--- src/sv/flp16_cell.sv ---
module flp16_cell #(
   parameter int SAMPLE_BITS = 16,
   parameter int COEF_BITS = 16,
   parameter int ACC_BITS = 36,
   parameter logic signed [COEF_BITS-1:0] COEF = '0
) (
   input  logic                       clock,
   input  logic                       reset,
   input  logic                       shift_en,
   input  logic signed [SAMPLE_BITS-1:0] sample,
   input  logic signed [ACC_BITS-1:0] upstream_sum,
   output logic signed [ACC_BITS-1:0] partial_sum
);

   localparam int PROD_BITS = SAMPLE_BITS + COEF_BITS;

   logic signed [PROD_BITS-1:0] product;
   logic signed [ACC_BITS-1:0]  partial_ff;
   logic signed [ACC_BITS-1:0]  partial_in;

   assign product = sample * COEF;

   always_comb begin
      partial_in = partial_ff;
      if (shift_en) begin
         partial_in = ACC_BITS'(product) + upstream_sum;
      end
   end

   always_ff @(posedge clock) begin
      if (reset) begin
         partial_ff <= '0;
      end else begin
         partial_ff <= partial_in;
      end
   end

   assign partial_sum = partial_ff;

endmodule

--- config.mk ---
export PLATFORM = sky130hd
export DESIGN_NAME = flp16_cell
export DESIGN_NICKNAME = d
export VERILOG_FILES = /design/src/sv/flp16_cell.sv
export SDC_FILE = /design/constraint.sdc
export NUM_CORES = 1
export LEC_CHECK = 0
export CORE_MARGIN = 4
export CORE_UTILIZATION = 45
export DETAILED_ROUTE_END_ITERATION = 6
export DONT_BUFFER_PORTS = 1
export GPL_ROUTABILITY_DRIVEN = 0
export GPL_TIMING_DRIVEN = 0
export HOLD_SLACK_MARGIN = 0.15
export PLACE_DENSITY_LB_ADDON = 0.08
export SLEW_MARGIN = 20
export SYNTH_ARGS = -nofsm -noshare
export SYNTH_HDL_FRONTEND = slang
export SYNTH_SLANG_ARGS = --single-unit
--- constraint.sdc ---
create_clock -name clock -period 1.05 [get_ports clock]
set_clock_uncertainty 0.05 [all_clocks]
set_input_delay 0.1575 -clock clock [delete_from_list [all_inputs] [get_ports clock]]
set_output_delay 0.1575 -clock clock [all_outputs]
set_load 0.05 [all_outputs]
Yosys cells after proc, flatten, opt, wreduce, memory -nomap -nowiden
Index checks and enable logic that the tools add are counted.

cells by class
  add/subtract/negate cells = 0
  $mul = 0
  div/mod/pow operators = 0
  magnitude comparators = 0
  equal/unequal tests = 0
  shifts and indexed selects = 0
  multiplexer cells = 0
  bitwise logic cells = 0
  reduce and logical (&&, ||, !) cells = 0

storage, ports and cells
  flip-flop bits (word level) = 36
  latch bits = 0
  bits in writable memories = 0
  memory bits (read-only) = 0
  input port bits = 55
  output and inout port bits = 36
  logic and storage cells = 1
  memories kept = 0

Longest topological paths before layout
  depth after elaboration = 0
  mapped depth = 4
  mapped depth without buffers = 2

Worst setup path before layout
OpenSTA, ideal clock, no wires.

  kind = register -> register
  start point = reg partial_sum[0] (netlist name)
  end point = reg partial_ff[0] (netlist: partial_sum[0])
  data arrival time = 0.817 ns
  required time = 0.935 ns
  slack = 0.118 ns
  cell stages (with the launch flop) = 3
  buffers on the path = 0
  cells stage by stage = dfxtp_1 -> mux2i_1 -> nor2_1

RTL lines
  element                 line  source
  end signal: assignment  34    partial_ff <= partial_in;
  end: declaration        18    logic signed [ACC_BITS-1:0] partial_ff;

Worst setup path in the final report
  start point = reg partial_ff[21] (netlist: partial_sum[21])
  end point = out partial_sum[21]

RTL lines
  element           line  source
  end: declaration  12    output logic signed [ACC_BITS-1:0] partial_sum

No word-level cell between the ends.

==> metrics <==
post-placement cell count 147; first-pass GRT wire length 4422 µm; Synth Register Bits 36; Psw 879.4 µW; Setup Viol. Count Final 0; layout cell share with drive strength beyond 1 0.3043; Fin. Hold Viols 0; Pins Over Slew Limit 0; Slew Limit Headroom 0.8493; status complete, no violations; row cnt 19; Syn Nets 171; core area 0.002758 mm²; Chip Width approximately 62 µm; initial antenna violation count 0; Worst setup EP type output pin; Worst Max-Slew Pin Slew 0.2253 ns; Req. time, crit path 0.84 ns; Hold Path Class primary input to flop; Port Buf Inserts 0; initial core utilization 0.4737; Post-CTS Setup Bufs 0; Worst Path Arrival 0.79 ns; synth-to-layout area growth 46.17%; number of global-route vias before repair 956; via count 952; switch share 0.3104; CTS Sinks 36; Total Wirelength 2977 µm; GRT Total Usage 0.1655; pin count of the biggest net entering global routing 11; Synthesis Warnings 0; CP max FO 2; Clk pin slew, worst setup/hold paths 0.10 ns; Yosys cell types 7; register area share after synthesis 0.5517; final net count 215; Die Ht 61.88 µm; Cells after Synth 116; CP Launch Type flop; Cell Area, Synth 0.001306 mm²; CTS tree yes; combinational fraction of design power 0.116; footprint of the multi-input gates 495.5 µm²; post-route ant nets 0; power per cell area 1484 mW/mm²; # diodes 0; WS Path Type flop to output pin; Largest register FFs 36; setup TNS 0 ns; Leakage 0.8333 nW; wire per inst roughly 16 µm; Non-Filler Instances 192; Via density slightly below 5; Power Internal around 2.0 mW; Remaining Overflow, GRT 0; fill count around 210; FF+latch area 855.8 µm²; Clk pwr share 0.263; register share of total power 0.621; maxcap violations 0; RSZ-0062 raised after global routing no; initial DRC count 38; Die Area 0.003829 mm²; Tot Pwr 2.833 mW; first drt pass iteration count 4; fin crit share 0.9455; root buf cell clkbuf_4; # H-tree levels 2; hold_buf cts 37; number of remaining DRC errors 0; worst vdd ir 0.001473 V; post-DP HPWL 1759 µm; syn avg cell area 11.26 µm²; post-layout min period 0.9927 ns; clk_lat worst skew 0.32 ns; IO Pins a little over 90; Max clock buf depth 2; fmax 1007 MHz; TritonCTS buffer count 5
[through the flow]
stage          instance area, µm²  setup WS (ns)  hold WS (ns)    util
2_1_floorplan                1306         0.1180        0.2547       -
5_1_grt                      1909        0.01369        0.1447  0.6924
6_report                     1909        0.05725        0.1335  0.6924
3_3_place_gp                 1345        0.07136        0.2569  0.4878
3_5_place_dp                 1345        0.01829        0.2638  0.4878
4_1_cts                      1909        0.03687        0.1132  0.6924
[area by class of cell]
cell class / instances / area share
clock buffer: 8 / 0.03080
multi-input combinational: 72 / 0.2595
buffer: 8 / 0.04718
timing repair buffer: 37 / 0.1940
sequential: 36 / 0.4482
tap: 31 / 0.02031
[what timing repair did]
action | in CTS | in global routing
endpoints found under the hold margin | 36 | 3
setup endpoints to repair | 37 | 0
gates resized for setup | 72 | 0
[power groups by stage]
stage	clock network [mW]	registers, mW	logic (mW)
2_1_floorplan	0	1.80	0.189
3_3_place_gp	0	1.82	0.208
3_5_place_dp	0	1.82	0.217
4_1_cts	0.775	1.76	0.327
5_1_grt	0.839	1.77	0.365
6_report	0.744	1.76	0.329
[layout by cell type (no fill, tap or decap)]
master / instances
dlygate4sd3_1: 37
mux2i_1: 36
nor2_1: 36
dfxtp_4: 36
clkbuf_4: 5
clkbuf_1: 3
buf_2: 3
buf_12: 3
buf_6: 1
clkbuf_8: 1
[Yosys cell counts]
master	instances	area, µm²
dfxtp_1	36	720.7
nor2_1	36	135.1
buf_6	1	11.26
clkbuf_1	1	3.750
buf_12	3	60.06
buf_2	3	15.01
mux2i_1	36	360.4
[routing by layer]
metal / GRT usage / routed length (µm) / up-vias
li1: - / - / 466
met1: 0.1616 / 1052 / 441
met2: 0.3004 / 1633 / 40
met3: 0.07851 / 241 / 5
met4: 0.06364 / 48 / 0
met5: 0 / 0 / -
[path summary, 6_finish.rpt]
kind,start,end,slack [ns],cells after the start
setup / recovery,partial_sum[21],partial_sum[21],0.06,0
hold / removal,shift_en,partial_sum[2],0.13,3
setup reg to reg,partial_sum[12],partial_sum[12],0.24,2
hold reg to reg,partial_sum[27],partial_sum[27],0.57,2
[cells by family (layout without fill, tap and decap cells)]
logic type,count (synthesis),count (layout),share of synthesized area
flip-flops,36,36,0.5517
multiplexers,36,36,0.2759
AND/OR/NAND/NOR,36,36,0.1034
buffers and inverters,8,53,0.06896
Note: power is estimated with default switching activity, not from simulation.
