### src/sv/flp16_out.sv
module flp16_out #(
   parameter int SAMPLE_BITS = 16,
   parameter int FRAC_BITS = 15,
   parameter int ACC_BITS = 36
) (
   input  logic                          clock,
   input  logic                          reset,
   input  logic                          acc_load,
   input  logic signed [ACC_BITS-1:0]    acc,
   output logic                          acc_free,
   output logic                          rsp_valid,
   input  logic                          rsp_ready,
   output logic signed [SAMPLE_BITS-1:0] rsp_filtered
);

   localparam int RW = ACC_BITS + 1;
   localparam logic [RW-1:0] HALF = {{(RW - 1){1'b0}}, 1'b1} << (FRAC_BITS - 1);
   localparam logic signed [RW-1:0] LIM_HI =
      {{(RW - SAMPLE_BITS + 1){1'b0}}, {(SAMPLE_BITS - 1){1'b1}}};
   localparam logic signed [RW-1:0] LIM_LO = ~LIM_HI;

   logic                          acc_valid_ff;
   logic                          acc_valid_in;
   logic                          rsp_valid_ff;
   logic                          rsp_valid_in;
   logic signed [SAMPLE_BITS-1:0] filtered_ff;
   logic signed [SAMPLE_BITS-1:0] filtered_in;
   logic                          out_free;
   logic                          move;
   logic signed [RW-1:0]          biased;
   logic signed [RW-1:0]          rounded;

   assign out_free = !rsp_valid_ff || rsp_ready;
   assign move = acc_valid_ff && out_free;
   assign acc_free = !acc_valid_ff || out_free;

   assign biased = RW'(acc) + signed'(HALF);
   assign rounded = biased >>> FRAC_BITS;

   always_comb begin
      acc_valid_in = acc_valid_ff;
      rsp_valid_in = rsp_valid_ff;
      filtered_in = filtered_ff;
      if (move) begin
         acc_valid_in = 1'b0;
      end
      if (acc_load) begin
         acc_valid_in = 1'b1;
      end
      if (out_free) begin
         rsp_valid_in = move;
         if (rounded > LIM_HI) begin
            filtered_in = LIM_HI[SAMPLE_BITS-1:0];
         end else if (rounded < LIM_LO) begin
            filtered_in = LIM_LO[SAMPLE_BITS-1:0];
         end else begin
            filtered_in = rounded[SAMPLE_BITS-1:0];
         end
      end
   end

   always_ff @(posedge clock) begin
      if (reset) begin
         acc_valid_ff <= 1'b0;
         rsp_valid_ff <= 1'b0;
      end else begin
         acc_valid_ff <= acc_valid_in;
         rsp_valid_ff <= rsp_valid_in;
      end
      filtered_ff <= filtered_in;
   end

   assign rsp_valid = rsp_valid_ff;
   assign rsp_filtered = filtered_ff;

   // A new sum may only land in the accumulator once the previous one leaves.
   a_load_when_free: assert property (@(posedge clock) disable iff (reset)
      acc_load |-> acc_free)
      else $error("accumulator overwritten while its sum was still waiting");

   a_load_sets_valid: assert property (@(posedge clock) disable iff (reset)
      acc_load |=> acc_valid_ff)
      else $error("loaded sum was not marked valid");

   a_move_gives_rsp: assert property (@(posedge clock) disable iff (reset)
      move |=> rsp_valid_ff)
      else $error("sum moved out without producing a result item");

   a_stall_no_move: assert property (@(posedge clock) disable iff (reset)
      (rsp_valid_ff && !rsp_ready) |-> !move)
      else $error("sum moved into a result register that was still held");

endmodule

### config.mk
export PLATFORM = sky130hd
export DESIGN_NAME = flp16_out
export DESIGN_NICKNAME = d
export VERILOG_FILES = /design/src/sv/flp16_out.sv
export SDC_FILE = /design/constraint.sdc
export NUM_CORES = 1
export LEC_CHECK = 0
export BUFFER_PORTS_ARGS = -buffer_cell sky130_fd_sc_hd__buf_2
export CORE_MARGIN = 1
export CORE_UTILIZATION = 48
export DETAILED_ROUTE_END_ITERATION = 6
export PLACE_DENSITY_LB_ADDON = 0.1
export SETUP_SLACK_MARGIN = 0.4
export SKIP_LAST_GASP = 1
export SYNTH_ARGS = -nofsm -noshare
export SYNTH_HDL_FRONTEND = slang
export SYNTH_SLANG_ARGS = --single-unit
### constraint.sdc
create_clock -name clock -period 3.85 [get_ports clock]
set_clock_uncertainty 0.2 [all_clocks]
set_input_delay 0.1925 -clock clock [delete_from_list [all_inputs] [get_ports clock]]
set_output_delay 0.1925 -clock clock [all_outputs]
set_load 0.02 [all_outputs]
Yosys cells after proc, flatten, opt, wreduce, memory -nomap -nowiden
Cells that the tools add are included.
- reductions and logical operators: 6
- add/sub/neg operators: 1
- multiplexer cells: 3
- magnitude comparators: 2
- operators by type and width (kind ; count):
    $add A36 B16 Y37 const B ; 1
    $gt A22 B16 Y1 const B ; 1
    $lt A22 B16 Y1 const B ; 1
    $mux W16 ; 1
    $logic_not A1 Y1 ; 2
    $logic_or A1 B1 Y1 ; 2
    $mux W1 ; 2
    $reduce_bool A2 Y1 ; 1
    $logic_and A1 B1 Y1 ; 1
- register bits after elaboration: 18
- input port bits: 40
- logic and storage cells: 15
- output and inout bits: 18

Longest topological paths before layout
Gate-level depths: netlist of the first run.
- word-level depth: 5
- depth in mapped cells: 8
- depth with buffers taken out: 7

Worst setup path before layout of the first run
Ideal clock, no wire load.
- kind: in2reg
- start point: input acc[23]
- end point: register filtered_ff[12] (netlist: rsp_filtered[12]), data pin
- data required time: 3.384 ns
- slack: 1.718 ns
- setup time: 0.266 ns
- arrival: 1.666 ns
- path buffers: 1
- stages on the path: 7
- cells stage by stage: nand4_2 -> or4_4 -> nor4_2 -> o22ai_2 -> o21ai_4 -> buf_6 -> o21ai_1
- longest elaborated chain between the ends: 3
- elaborated cells between the ends (all ways): 4
- classes of those cells: add/sub: 1; order compare: 2; mux: 1
- RTL lines (item ; line ; text):
    start, declared ; 9 ; input logic signed [ACC_BITS-1:0] acc,
    $add A36 B16 Y37 * ; 37 ; assign biased = RW'(acc) + signed'(HALF);
    $lt A22 B16 Y1 ; 54 ; end else if (rounded < LIM_LO) begin
    $mux W16 ; 54 ;
    end signal, assigned ; 70 ; filtered_ff <= filtered_in;
    end, declared ; 26 ; logic signed [SAMPLE_BITS-1:0] filtered_ff;
Every way passes the cells marked *; elsewhere a longest branch is shown, timed or not.
A chain may end at the register's enable or synchronous reset.

Worst setup path after layout of the first run
- start point: input acc[17]
- end point: register filtered_ff[12] (netlist: rsp_filtered[12]), data pin
The elaborated chain is that of the path after synthesis.

==> qor.yml, run 1 <==
synth:
  synth_enable_flop_cells: 16
  yosysMostFrequentCell: "edfxtp_1"
  async_flop_share_pct: 0
  synth.avg_cell_area_sq_um: 10.2
  seq_area_frac_synth_pct: 46.1
  syn_nets: 152
  ys_seq_elements: 18
  synth.distinct_cells: 28
  yosysWarnings: 0
  syn-instance-count: 111
  yosysTopAreaCell: "edfxtp_1"
  postSynth.topFlopCell: "edfxtp_1"
  synth.cell_area_sq_um: 1130
  most_used_standard_cells_in_the_synthesized_netlist: "16 x edfxtp_1, 13 x nor2_1, 9 x xnor2_1"
  synth_largest_type_area_fraction_pct: 42.6
  ys_top_cells_by_area: "edfxtp_1 43%, xnor2_1 7.0%, xor2_1 5.4%"
sta:
  fin_tns_setup_ns: 0
  rsz0062_at_grt: "no"
  maxSlewHeadroom_pct: 46.6
  drv_slew: 0
  pin_slew_with_the_least_headroom_to_its_limit_ns: 0.799
  finalHoldViolations: 0
  worst_hold_slack_ns: 0.0898
  upper_clock_frequency_limit_ghz: 0.393
  post-route-period-util_pct: 66.1
  finalCriticalPeriod_ns: 2.55
  setup_violations: 0
cts:
  cts_num_sinks: 18
  insertion_delay_ns: 0.29
  cts_made_buffers: 3
  cts.htree.levels: 1
  ctsLongestPathBuffers: 2
  clkTransAtPathRegs_ns: 0.10
  post-cts-setup-buffer-count: 0
  clockRootBuffer: "clkbuf_4"
  tritoncts: "done"
final_layout:
  area_growth_pct: 25.2
  post_route_cells_drive_above_1_share_pct: 35.2
  num-fill-cells: 210
  finalNetCount: 201
  fin_util_pct: 63.9
  diode_insertion_count_for_antenna_repair: 0
worst_hold_path:
  hold_path_class: "input port to flop"
global_routing:
  global_route.usage.total_pct: 20.5
  global_route.peak_usage_layer: "met2"
  grt_max_degree: 17
  grt-ovfl-total: 0
  gr_layer_usage_met3_pct: 3.03
  groute.layer.met1.usage_pct: 22.9
  grt_first_pass_wirelength_um: 3800
  grt_pass1_vias: 908
  groute.layer.met2.usage_pct: 35.6
  grt_antenna_before_repair: 0
route:
  avgRoutedWirePerCell_um: 12.8
  dr.pass1.iters: 4
  route.detailed.drc: 0
  detailroute.via_count: 1014
  viasPerCell: 5.42
  routed_wirelength_um: 2390
  drt.antenna.violating_nets: 0
  drt_iter0_drcs: 21
worst_setup_path:
  cp_cell_sequence: "buf_2 > nand4_1 > nor4_1 > a31o_1 > a21oi_1 > a31oi_2 > o21ai_1"
  worstPathArrival_ns: 2.37
  critical-path-slowest-cell: "a31oi_2"
  worst_setup_path_start_kind: "input port"
  endpoint_kind: "flop"
  setup.reg_to_reg.worst_slack_ns: 2.26
  timing_worst_setup_path_type: "input port to flop"
  worst_path_max_stage_delay_ns: 0.68
  critical-path-top-delay-family: "compound AO/OA/AOI/OAI gates"
  cp.buffers_inverters: 1
  highest_net_fanout_along_the_worst_path: 15
  required_ns: 3.68
power:
  sequentialPowerShare_pct: 54.3
  irDropWorstVdd_mv: 0.253
  logic_pwr_share_pct: 23.4
  leakage_nw: 0.571
  net-switching-power_w: 0.000124
  share_clk_of_total_power_pct: 22.3
  internal-power_w: 0.000306
  switching_share_pct: 28.9
  p_per_area_nw_per_um2: 304
floorplanning:
  die-area_sq_um: 2550
  top_level_ports: 58
  dieWidth_um: 50.5
  floorplan.core_area_sq_um: 2210
  start_util_pct: 51.0
  row_count: 17
  die_y_um: 50.5
outcome:
  result_of_the_run: "complete, no violations"
run:
  drv.max_cap_violation_count: 0
place:
  place_hpwl_um: 1810
  port-buffer-count: 43
  gp_routability_congestion: 0.790
sequential cells by signal (all words and copies together) (netlist names):
signal        cells
rsp_valid         1
acc_valid_ff      1
rsp_filtered     16
cell families after synthesis:
logic type,count (synthesis),share of synthesized area (%)
AND/OR/NAND/NOR,44,20.6
AO/OA/AOI/OAI,25,16.1
flip-flops,18,46.1
XOR/XNOR,16,12.4
buffers and inverters,7,3.66
adder cells (fa/ha/maj),1,1.11
what timing repair did:
action | 4_1_cts | 5_1_grt
gates resized for setup | 0 | 0
hold endpoints to repair | 2 | 0
endpoints found under the setup margin | 0 | 0
hold buffers | 3 | 0
power by group through the flow:
stage / Combinational [W] / Sequential [W] / Clock, W
2_1_floorplan: 0.0000377 / 0.000259 / 0
3_3_place_gp: 0.0000957 / 0.000237 / 0
3_5_place_dp: 0.0000986 / 0.000238 / 0
4_1_cts: 0.000101 / 0.000234 / 0.000100
5_1_grt: 0.000110 / 0.000235 / 0.000107
6_report: 0.000101 / 0.000233 / 0.0000956
routing by layer:
| metal | wire (um) | up-vias |
|---|---|---|
| met5 | 0 | - |
| met2 | 1210 | 39 |
| met3 | 99 | 9 |
| met4 | 95 | 0 |
| li1 | - | 510 |
| met1 | 984 | 456 |
worst register-to-register path: stages (launching register included):
cell,delay [ns]
dfxtp_1,0.34
nor2b_1,0.25
a21oi_1,0.12
nor2_1,0.09
dlygate4sd3_1,0.54
worst paths after layout:
check / startpoint / endpoint / cells past startpoint
worst min register to register: acc_valid_ff$_SDFFE_PP0P_ / rsp_valid$_SDFFE_PP0N_ / 2
worst max-delay path: acc[17] / rsp_filtered[12]$_SDFFCE_PN1N_ / 7
worst min-delay path: acc[26] / rsp_filtered[11]$_SDFFCE_PN1N_ / 3
worst max register to register: rsp_valid$_SDFFE_PP0N_ / acc_valid_ff$_SDFFE_PP0P_ / 4
layout make-up:
class	instances	area (sq um)	share of cell area [%]
clock buffers	3	22.5	1.59
clock inverters	1	3.75	0.266
inverters	5	18.8	1.33
multi-input cells	86	567	40.1
flip-flops and latches	18	520	36.8
well taps	28	35.0	2.48
repair buffers	46	245	17.4
placed cells by master, fill, tap and decap left out, types with 2 or more instances in the layout:
cell            n
clkbuf_4        3
dlygate4sd3_1   3
nand2_1         8
dfxtp_1         2
buf_2          43
nor2_1         13
a21oi_2         3
xor2_1          7
a21oi_1         8
nand3_1         6
nor4_1          2
xnor2_1         9
nand4_1         6
edfxtp_1       16
and3_1          4
o21ai_1         7
inv_1           5
metrics by stage:
stage                     cells  cell area (sq um)  total power, W  worst slack (ns)
after global placement      180               1360        0.000333              1.08
after global routing        187               1410        0.000451              1.16
after floorplan             111               1130        0.000297              1.72
after detailed placement    180               1360        0.000337             0.985
final                       187               1410        0.000430              1.30
after CTS                   187               1410        0.000435              1.32
No activity file was read; power rests on OpenSTA's default activity.
==> inputs of run 2 (changes only) <==
--- a/config.mk
+++ b/config.mk
@@ -7,7 +7,7 @@
 export LEC_CHECK = 0
 export BUFFER_PORTS_ARGS = -buffer_cell sky130_fd_sc_hd__buf_2
 export CORE_MARGIN = 1
-export CORE_UTILIZATION = 48
+export CORE_UTILIZATION = 40
 export DETAILED_ROUTE_END_ITERATION = 6
 export PLACE_DENSITY_LB_ADDON = 0.1
 export SETUP_SLACK_MARGIN = 0.4
==> constraint.sdc (replaced) <==
create_clock -name clock -period 2.2 [get_ports clock]
set_clock_uncertainty 0.2 [all_clocks]
set_input_delay 0.11 -clock clock [delete_from_list [all_inputs] [get_ports clock]]
set_output_delay 0.11 -clock clock [all_outputs]
set_load 0.02 [all_outputs]
==> qor.yml, run 2 (synthesized netlist as in run 1, its figures left out) <==
sta:
  setup_violations: 0  # unchanged
  finalCriticalPeriod_ns: 1.86
  maxSlewHeadroom_pct: 57.3  # was 46.6%
  setup_ws_ns: 0.336  # was 1.30 ns
  rsz0062_at_grt: "yes"  # was no
  pin_slew_with_the_least_headroom_to_its_limit_ns: 0.640  # was 0.799 ns
  fin_tns_setup_ns: 0  # unchanged
  post-route-period-util_pct: 84.7
  worst_hold_slack_ns: 0.0138  # was 0.0898 ns
  finalHoldViolations: 0  # unchanged
  upper_clock_frequency_limit_ghz: 0.537
  drv_slew: 0  # unchanged
cts:
  cts_made_buffers: 3  # unchanged
  clockRootBuffer: "clkbuf_4"  # unchanged
  cts_num_sinks: 18  # unchanged
  ctsLongestPathBuffers: 2  # unchanged
  clkTransAtPathRegs_ns: 0.10  # about the same
  cts.htree.levels: 1  # unchanged
  tritoncts: "done"  # unchanged
  insertion_delay_ns: 0.30  # was 0.29 ns
worst_setup_path:
  required_ns: 2.06  # was 3.68 ns
  endpoint_kind: "flop"  # unchanged
  worstPathArrival_ns: 1.73  # was 2.37 ns
  timing_worst_setup_path_type: "input port to flop"  # unchanged
  highest_net_fanout_along_the_worst_path: 7  # was 15
  worst_setup_path_start_kind: "input port"  # unchanged
global_routing:
  grt_antenna_before_repair: 0  # unchanged
  grt_pass1_vias: 1024  # was 908
  grt-ovfl-total: 0  # unchanged
  global_route.usage.total_pct: 20.8  # was 20.5%
  grt_max_degree: 17  # unchanged
  grt_first_pass_wirelength_um: 4430  # was 3800 um
final_layout:
  largest_register_ff_count: 16  # unchanged
  fin_util_pct: 71.6  # was 63.9%
  final_common_cell: "buf_2"  # unchanged
  fin_area_sq_um: 1840  # was 1410 sq um
  finalNetCount: 222  # was 201
  post_route_cells_drive_above_1_share_pct: 50.6  # was 35.2%
  diode_insertion_count_for_antenna_repair: 0  # unchanged
  area_growth_pct: 63.0  # was 25.2%
  layout_common_cells: "35 x buf_2, 17 x buf_4, 16 x edfxtp_1, 13 x nor2_1"  # was 43 x buf_2, 16 x edfxtp_1, 13 x nor2_1, 9 x xnor2_1
run:
  drv.max_cap_violation_count: 0  # unchanged
route:
  viasPerCell: 5.29  # was 5.42
  dr.pass1.iters: 4  # unchanged
  route.detailed.drc: 0  # unchanged
  detailroute.via_count: 1110  # was 1014
  drt.antenna.violating_nets: 0  # unchanged
  avgRoutedWirePerCell_um: 14.4  # was 12.8 um
  routed_wirelength_um: 3030  # was 2390 um
  drt_iter0_drcs: 14  # was 21
place:
  postPlaceCellArea_sq_um: 1470  # was 1360 sq um
  dp_worst_setup_slack_ns: 0.0167  # was 0.985 ns
  place_hpwl_um: 1920  # was 1810 um
  gp_routability_congestion: 0.786  # was 0.790
  port-buffer-count: 43  # unchanged
floorplanning:
  floorplan.core_area_sq_um: 2570  # was 2210 sq um
  dieWidth_um: 55.1  # was 50.5 um
  top_level_ports: 58  # unchanged
  start_util_pct: 44.0  # was 51.0%
  die_y_um: 55.1  # was 50.5 um
  die-area_sq_um: 3040  # was 2550 sq um
  row_count: 18  # was 17
power:
  irDropWorstVdd_mv: 0.398  # was 0.253 mV
  p_per_area_nw_per_um2: 471  # was 304 nW/um^2
  leakage_nw: 0.765  # was 0.571 nW
worst_hold_path:
  hold_path_class: "input port to flop"  # unchanged
outcome:
  result_of_the_run: "complete, no violations"  # unchanged
-- run 2: cell count changes in the layout (fill, tap and decap cells not counted), moves of 2 or more --
cell	previous run	this run
buf_6	0	2
nor4_1	2	0
a21oi_1	8	2
clkbuf_16	0	2
a21oi_2	3	8
buf_4	0	17
o21ai_1	7	2
nor4_4	0	3
buf_8	0	4
buf_2	43	35
buf_12	0	2
o21ai_2	0	5
dlygate4sd3_1	3	5
-- run 2: repair_timing --
item / CTS / global route
endpoints found under the setup margin: 11 / 15
endpoints found under the hold margin: 3 / 0
hold buffers: 5 / 0
gates resized for setup: 21 / 17
pin swaps: 10 / 14
gates cloned: 1 / 1
setup buffers: 5 / 4
-- run 2: worst paths after layout --
check | cells after the start | endpoint | from | slack, ns
hold / removal | 3 | rsp_filtered[11]$_SDFFCE_PN1N_ | acc[26] | 0.01
hold reg to reg | 3 | rsp_valid$_SDFFE_PP0N_ | acc_valid_ff$_SDFFE_PP0P_ | 0.86
setup reg to reg | 4 | acc_valid_ff$_SDFFE_PP0P_ | rsp_valid$_SDFFE_PP0N_ | 0.65
setup / recovery | 10 | rsp_filtered[13]$_SDFFCE_PN1N_ | acc[15] | 0.34
-- run 2: layer usage --
layer | GRT usage [%] | routed length [um] | vias to the layer above
met3 | 1.64 | 108 | 7
met4 | 8.33 | 53 | 0
li1 | - | - | 552
met2 | 39.4 | 1620 | 38
met1 | 23.8 | 1250 | 513
met5 | 0 | 0 | -
-- run 2: layout make-up --
cell class	count	area [sq um]
Tap cell	30	37.5
Timing Repair Buffer	67	526
Clock buffer	4	36.3
Multi-Input combinational cell	86	701
Fill cell	191	728
Sequential cell	18	520
Inverter	5	18.8
-- run 2: power breakdown --
part / internal, W / switching (W) / total, W
registers: 0.000402 / 0.00000645 / 0.000409
clock network: 0.000101 / 0.000108 / 0.000209
logic: 0.000113 / 0.000136 / 0.000249
-- run 2: worst max-delay path, stage by stage --
cell and delay [ns]:
buf_8 0.08, ha_4 0.14, nand4_1 0.20, nor4_4 0.36, xnor2_2 0.16, buf_4 0.14
a21oi_4 0.03, a31oi_4 0.26, clkbuf_16 0.21, a21oi_2 0.03
-- run 2: stage by stage --
step	cells	power [W]
after floorplan	111	0.000521
after global placement	190	0.000599
after detailed placement	190	0.000605
after CTS	205	0.000844
after global routing	210	0.000907
final	210	0.000866
